$ cat config.mk
export PLATFORM = sky130hd
export DESIGN_NAME = wasb_ctrl
export DESIGN_NICKNAME = d
export VERILOG_FILES = /design/src/sv/wasb_pkg.sv /design/src/sv/wasb_ctrl.sv
export SDC_FILE = /design/constraint.sdc
export NUM_CORES = 1
export LEC_CHECK = 0
export BUFFER_PORTS_ARGS = -buffer_cell sky130_fd_sc_hd__buf_2
export CAP_MARGIN = 30
export CORE_AREA = 2 2 39 41
export CTS_CLUSTER_DIAMETER = 100
export DETAILED_ROUTE_END_ITERATION = 6
export DIE_AREA = 0 0 41 43
export PLACE_DENSITY = 0.66
export SYNTH_ARGS = -nofsm -noshare
export SYNTH_HDL_FRONTEND = slang
export SYNTH_SLANG_ARGS = --single-unit
$ cat constraint.sdc
create_clock -name i_clk -period 1.9 [get_ports i_clk]
set_input_delay 0.38 -clock i_clk [delete_from_list [all_inputs] [get_ports i_clk]]
set_output_delay 0.38 -clock i_clk [all_outputs]
set_load 0.01 [all_outputs]
$ cat src/sv/wasb_pkg.sv
// Package: shared types and constants for the windowed abuse score ban block
`timescale 1ns / 1ps
package wasb_pkg;
    localparam logic [1:0] REQ_TICK = 2'd0;
    localparam logic [1:0] REQ_ADD  = 2'd1;
    localparam logic [1:0] REQ_BAN  = 2'd2;
    localparam logic [1:0] REQ_RSVD = 2'd3;   // no operation, result only
    localparam logic [15:0] BAN_FLOOR_RESET = 16'd1200;

    // buckets per window; a power of two so slot and score are bit selects
    localparam int WINDOW_SECONDS = 16;

    typedef enum logic [3:0] {
        S_IDLE, S_TICK, S_ADD_CHK, S_ZERO, S_ADDAMT, S_SUM, S_MUL1, S_MUL2,
        S_BANSET, S_FLUSH, S_RESULT
    } t_state;

    // controller to datapath
    typedef struct packed {
        logic load;       // capture input beat
        logic tick;
        logic add_chk;    // overrun check / restart
        logic zero_step;  // one lazy-zero step
        logic add_amt;
        logic sum_start;
        logic sum_step;
        logic mul1;
        logic mul2;
        logic ban_set;
        logic flush_step;
        logic result;
    } t_cmd;

    // datapath to controller
    typedef struct packed {
        logic zero_done;
        logic sum_done;
        logic flush_done;
    } t_sts;
endpackage

$ cat src/sv/wasb_ctrl.sv
// Controller: sequences one beat through the datapath
`timescale 1ns / 1ps
module wasb_ctrl (
    input  logic           i_clk,
    input  logic           i_rst_n,
    input  logic           i_in_valid,
    input  logic [1:0]     i_req_type,
    input  logic           i_out_busy,
    input  wasb_pkg::t_sts i_sts,
    output logic           o_in_ready,
    output wasb_pkg::t_cmd o_cmd
);
    wasb_pkg::t_state r_state, n_state;
    // remembered beat kind
    logic [1:0] r_kind;

    always_ff @(posedge i_clk) begin
        if (!i_rst_n) begin
            r_state <= wasb_pkg::S_IDLE;
        end else begin
            r_state <= n_state;
        end
    end

    // next state
    always_comb begin
        n_state = r_state;
        case (r_state)
            wasb_pkg::S_IDLE: begin
                if (i_in_valid) begin
                    case (i_req_type)
                        wasb_pkg::REQ_TICK: n_state = wasb_pkg::S_TICK;
                        wasb_pkg::REQ_ADD:  n_state = wasb_pkg::S_ADD_CHK;
                        wasb_pkg::REQ_BAN:  n_state = wasb_pkg::S_SUM;
                        default:            n_state = wasb_pkg::S_RESULT;
                    endcase
                end
            end
            wasb_pkg::S_TICK:    n_state = wasb_pkg::S_RESULT;
            wasb_pkg::S_ADD_CHK: n_state = wasb_pkg::S_ZERO;
            wasb_pkg::S_ZERO: begin
                if (i_sts.zero_done) n_state = wasb_pkg::S_ADDAMT;
            end
            wasb_pkg::S_ADDAMT:  n_state = wasb_pkg::S_SUM;
            wasb_pkg::S_SUM: begin
                if (i_sts.sum_done) begin
                    n_state = (r_kind == wasb_pkg::REQ_BAN) ?
                              wasb_pkg::S_MUL1 : wasb_pkg::S_RESULT;
                end
            end
            wasb_pkg::S_MUL1:    n_state = wasb_pkg::S_MUL2;
            wasb_pkg::S_MUL2:    n_state = wasb_pkg::S_BANSET;
            wasb_pkg::S_BANSET:  n_state = wasb_pkg::S_FLUSH;
            wasb_pkg::S_FLUSH: begin
                if (i_sts.flush_done) n_state = wasb_pkg::S_RESULT;
            end
            wasb_pkg::S_RESULT: begin
                if (!i_out_busy) n_state = wasb_pkg::S_IDLE;
            end
            default: n_state = wasb_pkg::S_IDLE;
        endcase
    end

    always_ff @(posedge i_clk) begin
        if (r_state == wasb_pkg::S_IDLE && i_in_valid) r_kind <= i_req_type;
    end

    // outputs
    always_comb begin
        o_cmd      = '0;
        o_in_ready = 1'b0;
        case (r_state)
            wasb_pkg::S_IDLE: begin
                o_in_ready = 1'b1;
                o_cmd.load = i_in_valid;
                o_cmd.sum_start = i_in_valid;
            end
            wasb_pkg::S_TICK:    o_cmd.tick = 1'b1;
            wasb_pkg::S_ADD_CHK: o_cmd.add_chk = 1'b1;
            wasb_pkg::S_ZERO:    o_cmd.zero_step = 1'b1;
            wasb_pkg::S_ADDAMT: begin
                o_cmd.add_amt = 1'b1;
                o_cmd.sum_start = 1'b1;
            end
            wasb_pkg::S_SUM:     o_cmd.sum_step = 1'b1;
            wasb_pkg::S_MUL1:    o_cmd.mul1 = 1'b1;
            wasb_pkg::S_MUL2:    o_cmd.mul2 = 1'b1;
            wasb_pkg::S_BANSET:  o_cmd.ban_set = 1'b1;
            wasb_pkg::S_FLUSH:   o_cmd.flush_step = 1'b1;
            wasb_pkg::S_RESULT:  o_cmd.result = !i_out_busy;
            default: ;
        endcase
    end

    property p_ready_idle;
        @(posedge i_clk) disable iff (!i_rst_n)
        o_in_ready |-> (r_state == wasb_pkg::S_IDLE);
    endproperty
    a_ready_idle: assert property (p_ready_idle) else $error("ready outside idle");

    property p_result_then_idle;
        @(posedge i_clk) disable iff (!i_rst_n)
        o_cmd.result |=> (r_state == wasb_pkg::S_IDLE);
    endproperty
    a_result_idle: assert property (p_result_then_idle) else $error("no idle after result");

    property p_load_leaves_idle;
        @(posedge i_clk) disable iff (!i_rst_n)
        o_cmd.load |=> (r_state != wasb_pkg::S_IDLE);
    endproperty
    a_load: assert property (p_load_leaves_idle) else $error("load stayed idle");
endmodule

==> results of run 1 <==
==> flip-flops by register name, indices dropped and copies added, names as in the netlist <==
name and count:
r_state 4, r_kind 2
==> timing repair <==
item                                    4_1_cts  5_1_grt
gates resized for setup                       0        3
endpoints found under the setup margin        0        2
setup buffers                                 0        0
hold buffers                                  0        0
==> per-layer routing <==
layer,part of all wire,track usage,vias up
met5,0,0,-
met4,0,0.0200,0
met3,0.055,0.0785,0
met2,0.49,0.222,16
met1,0.46,0.225,263
li1,-,-,281
==> power groups by stage <==
stage / Clock [µW] / Sequential, µW / Combinational, µW
5_1_grt: 144 / 256 / 676
2_1_floorplan: 0 / 204 / 470
3_5_place_dp: 0 / 244 / 595
6_report: 127 / 248 / 608
4_1_cts: 132 / 242 / 597
3_3_place_gp: 0 / 240 / 592
==> cells by family after synthesis <==
logic type	count (synthesis)	share of synthesized area
simple gates	34	0.416
flops	6	0.277
buf+inv	8	0.0817
compound gates	17	0.225
==> final cells by class <==
type	count	area, µm²
clock buffer	4	26.3
fill	139	729
inverter	3	11.3
multi-input combinational	51	327
sequential	6	143
tap	16	20.0
timing repair buffer	24	128
==> Yosys cell counts (all sizes together) (2+ instances only) <==
library cell / count / area share
buf: 4 / 0.052
nor3: 5 / 0.059
nor3b: 4 / 0.059
edfxtp: 2 / 0.12
nor2: 9 / 0.067
or2: 2 / 0.025
o22ai: 2 / 0.025
dfxtp: 4 / 0.16
inv: 3 / 0.022
o21ai: 5 / 0.057
a21oi: 3 / 0.030
nand4: 2 / 0.037
nand2b: 3 / 0.037
==> worst max-delay path by stage <==
stage	from	slack, ns	cells after the start	end
detailed placement	r_state[3]	0.26	5	o_cmd[6]
CTS	r_state[3]	0.004	5	o_cmd[6]
global route	r_state[3]	0.004	5	o_cmd[6]
finish	r_state[3]	0.11	5	o_cmd[6]
global placement	r_state[3]	0.34	5	o_cmd[6]
floorplan	r_state[3]	0.22	5	o_cmd[6]
==> worst max-delay path, cell delays in order, from the launching register on <==
cell and delay, ns:
dfxtp_1 0.30, or2_4 0.29, nor3_2 0.13, and2_1 0.21
or2_1 0.11, buf_2 0.12
==> per-stage QoR <==
step	power (µW)	util	instance area (µm²)	instances	worst slack, ns
floorplan	675	-	505	65	0.217
global placement	832	0.450	623	100	0.340
detailed placement	838	0.450	623	100	0.264
CTS	971	0.469	649	104	0.00399
global route	1080	0.473	654	104	0.00395
finish	983	0.473	654	104	0.114
==> results by group, run 1 <==
Power and ir drop
  – Worst vdd ir: 0.000874 V
  – P_leak: 0.000301 µW
  – Int Power: 547 µW
  – Combinational share of power: 0.618
  – Switching Fraction: 0.443
  – Power Dens Cells: 1500 nW/µm²
  – P_sw: 436 µW
  – Clock Power Share: 0.130
  – Flop pwr share: 0.252

Timing
  – Min Tclk post-route: 1.79 ns
  – Sum Neg Setup Slack: 0 ns
  – Slew Viols, Final: 0
  – Max_slew headroom: 0.803
  – Unrepaired setup endpoints after global routing: false
  – Clock skew: 0.00823 ns
  – Fin. Hold Viols: 0
  – Min Hold Slack: 0.340 ns
  – Setup-failing EPs final: 0
  – Worst-Margin Slew: 0.295 ns
  – Max frequency: 0.560 GHz
  – Final period util: 0.940

Synthesis
  – Post-synth cell types: 35
  – #FFs+latches synth: 6
  – Post-synthesis area per instance: 7.78 µm²
  – Seq/Total Area, Yosys: 0.277
  – Syn Nets: 74
  – Post-synthesis async set-or-reset flop share: 0
  – Post-Synthesis Cells: 65
  – Mapped Area: 505 µm²
  – Synth warn: 0
  – Commonest register cell after synthesis: dfxtp_1
  – Post-synth EDFFs: 2

Cells and area
  – Most common cell after layout, fill and taps aside: buf_2
  – Ratio of cells with drive above 1 in the final layout: 0.398
  – Commonest cells after routing, fill and taps aside: 21 x buf_2, 9 x nor2_1, 4 x nor3_1, 4 x nor3b_1
  – Antenna cell count: 0
  – Area growth syn-to-layout: 29.5%
  – Nets: 98

Route
  – Initial DRC Count: 17
  – Iteration count of the initial detailed-routing pass: 4
  – Drt wl/cell: 12.3 µm
  – Detailed Route WL: 1.28 mm
  – Final ANT Viol Nets: 0
  – Via Count: 560
  – Vias per cell: 5.38
  – Remaining design rule violation count: 0

Setup path
  – FF-to-FF Start: r_state[3]
  – Worst setup path category: reg -> out
  – R2r setup slk: 0.48 ns
  – CP Data Required Time: 1.52 ns
  – Worst-path fanout max: 7
  – Crit path DAT: 1.41 ns
  – CP endpoint kind: output pin
  – Worst r2r path cells: 5
  – CP startpoint kind: flip-flop
  – FF-to-FF End: r_state[3]

Floorplanning
  – Std cell rows: 14
  – Die footprint: 1760 µm²
  – Boundary pin count: 22
  – Die Span Y: 43 µm
  – Chip width: 41 µm
  – Core region area: 1380 µm²
  – Starting density of the core: 0.365

Clock tree
  – Clock-pin slew on the worst setup and hold paths: 0.05 ns
  – CTS Buf Count: 3
  – H-tree levels: 1
  – TritonCTS clock tree: done
  – CTS max path bufs: 2
  – Clock tree root buffer cell: clkbuf_4
  – Clock latency on the worst-skew pair: 0.25 ns
  – CTS sink count: 6

Global routing
  – Initial antenna violation count: 0
  – GRT Total Usage: 0.160
  – Vias in the first global route: 442
  – Overflow after GRT: 0
  – Largest net degree at the start of global routing: 15
  – First-pass GRT wire length: 1.90 mm

Place
  – Gp weighted congestion: 0.838
  – IO Port Bufs: 21
  – Hpwl dp: 961 µm

Worst hold path
  – Hold/Removal Path Class: in -> reg
  – Worst Hold Path EP: r_kind[1]
  – Hold path start: i_req_type[1]
  – Hold Path Cell Cnt: 1

Status
  – Status: finished, final reports clean

Run
  – Max_cap viols: 0
Power figures use the tool's default switching activity.
==> inputs of run 2 (changes only) <==
--- a/config.mk
+++ b/config.mk
@@ -11,7 +11,7 @@
 export CTS_CLUSTER_DIAMETER = 100
 export DETAILED_ROUTE_END_ITERATION = 6
 export DIE_AREA = 0 0 41 43
-export PLACE_DENSITY = 0.66
+export PLACE_DENSITY = 0.75
 export SYNTH_ARGS = -nofsm -noshare
 export SYNTH_HDL_FRONTEND = slang
 export SYNTH_SLANG_ARGS = --single-unit
==> run 2 against run 1 <==
- first-iteration DRC count down 59%
- global-route usage up 3.4 points
- worst setup slack worse by 0.0079 ns
- clock skew up 0.0050 ns
- critical endpoint unchanged
- largest power group unchanged
==> results by group, run 2 (synthesis results as in run 1) <==
Route
  – Remaining design rule violation count: 0 (unchanged)
  – Via Count: 560 (unchanged)
  – Met3 WL: 55 µm (-23%)
  – Routed wl met2: 595 µm (-4.6%)
  – Highest Signal Layer: met4
  – Final ANT Viol Nets: 0 (unchanged)
  – Drt wl/cell: 12.9 µm (+4.8%)
  – Initial DRC Count: 7 (-10)
  – Detailed Route WL: 1.36 mm (+5.8%)
  – M1 WL: 679 µm (+16%)
  – Vias per cell: 5.33 (-0.95%)
  – Iteration count of the initial detailed-routing pass: 4 (unchanged)

Cells and area
  – Finished Cell Area: 661 µm² (+0.96%)
  – Area growth syn-to-layout: 30.7%
  – Ratio of cells with drive above 1 in the final layout: 0.393 (-0.00447)
  – Antenna cell count: 0 (unchanged)
  – Most common cell after layout, fill and taps aside: buf_2
  – Most flops, register: r_state
  – Nets: 99 (+1.0%)
  – Commonest cells after routing, fill and taps aside: 21 x buf_2, 9 x nor2_1, 4 x nor3_1, 4 x nor3b_1, 4 x buf_4
  – Number of flip-flops in the largest register: 4 (unchanged)
  – Fin util: 0.477 (+0.00452)
  – Fillers: 133 (-4.3%)
  – Top flop regs: r_state: 4 flops, r_kind: 2 flops

Run
  – Max_cap viols: 0 (unchanged)

Clock tree
  – Post-CTS setup repair buffer count: 0 (unchanged)
  – CTS sink count: 6 (unchanged)
  – Clock tree root buffer cell: clkbuf_4
  – CTS max path bufs: 2 (unchanged)
  – CTS Hold Bufs: 0 (unchanged)
  – Clock latency on the worst-skew pair: 0.26 ns (about the same)
  – TritonCTS clock tree: done
  – Cts repair resizes: 0 (unchanged)
  – Clock-pin slew on the worst setup and hold paths: 0.06 ns (about the same)
  – CTS Buf Count: 3 (unchanged)
  – H-tree levels: 1 (unchanged)

Global routing
  – Overflow after GRT: 0 (unchanged)
  – Largest net degree at the start of global routing: 15 (unchanged)
  – Initial antenna violation count: 0 (unchanged)
  – GRT Total Usage: 0.194 (+0.0343)
  – Vias in the first global route: 537 (+21%)
  – First-pass GRT wire length: 2.33 mm (+22%)

Floorplanning
  – Starting density of the core: 0.365 (unchanged)
  – Boundary pin count: 22 (unchanged)
  – Chip width: 41 µm (unchanged)
  – Die footprint: 1760 µm² (unchanged)
  – Die Span Y: 43 µm (unchanged)
  – Core region area: 1380 µm² (unchanged)
  – Std cell rows: 14 (unchanged)

Place
  – Gp weighted congestion: 0.857 (+2.3%)
  – IO Port Bufs: 21 (unchanged)
  – Placed Area: 631 µm² (+1.2%)
  – Hpwl dp: 1.04 mm (+8.1%)

Timing
  – Sum Neg Setup Slack: 0 ns (unchanged)
  – Worst-Margin Slew: 0.371 ns (+0.0761 ns)
  – Max frequency: 0.557 GHz (-0.44%)
  – Unrepaired setup endpoints after global routing: false
  – Setup-failing EPs final: 0 (unchanged)
  – Min Hold Slack: 0.327 ns (-0.0133 ns)
  – Clock skew: 0.0132 ns (+0.00499 ns)
  – Max_slew headroom: 0.753 (-0.0507)
  – Fin. Hold Viols: 0 (unchanged)
  – Min Tclk post-route: 1.79 ns (+0.00790 ns)
  – Final period util: 0.944 (+0.00416)
  – Slew Viols, Final: 0 (unchanged)

Setup path
  – Worst setup path category: reg -> out
  – CP Data Required Time: 1.52 ns (about the same)
  – Crit path DAT: 1.41 ns (about the same)
  – CP endpoint kind: output pin
  – CP startpoint kind: flip-flop
  – Worst-path fanout max: 7 (unchanged)

Power and ir drop
  – Power Dens Cells: 1510 nW/µm² (+0.35%)
  – Worst vdd ir: 0.000612 V (-30%)
  – P_leak: 0.000307 µW (+2.2%)

Worst hold path
  – Hold/Removal Path Class: in -> reg

Status
  – Status: finished, final reports clean
run 2: power by group:
part           internal, µW  switching [µW]  total [µW]
clock                  80.0            54.2         134
sequential              186            60.0         246
combinational           282             333         615
total                   548             447         996
run 2: final timing paths:
kind / startpoint / to / slack, ns / cells past startpoint
setup / recovery: r_state[3] / o_cmd[6] / 0.11 / 5
hold / removal: i_req_type[1] / r_kind[1] / 0.33 / 1
setup reg to reg: r_state[3] / r_state[3] / 0.46 / 5
hold reg to reg: r_state[3] / r_state[3] / 0.67 / 3
run 2: layout make-up:
type | count | area (µm²) | area share
Multi-Input combinational cell | 51 | 327 | 0.494
Sequential cell | 6 | 141 | 0.214
Timing Repair Buffer | 25 | 135 | 0.205
Clock buffer | 4 | 26.3 | 0.0398
Tap cell | 16 | 20.0 | 0.0303
Inverter | 3 | 11.3 | 0.0170
run 2: through the flow:
step | instances | power [µW] | worst slack [ns]
after floorplan | 65 | 675 | 0.217
after global placement | 101 | 837 | 0.360
after detailed placement | 101 | 846 | 0.317
after CTS | 105 | 988 | 0.0379
after global routing | 105 | 1100 | 0.00470
final | 105 | 996 | 0.106
run 2: critical path: stages, from the launching register on:
cell and delay [ns]:
dfxtp_1 0.30, or2_1 0.32, nor3_2 0.16, and2_4 0.19
or2_1 0.09, buf_2 0.12
run 2: routing by layer:
layer  vias to the layer above  global-route usage
li1                        285                   -
met5                         -                   0
met2                        21               0.259
met4                         0               0.113
met3                         2              0.0471
met1                       252               0.271
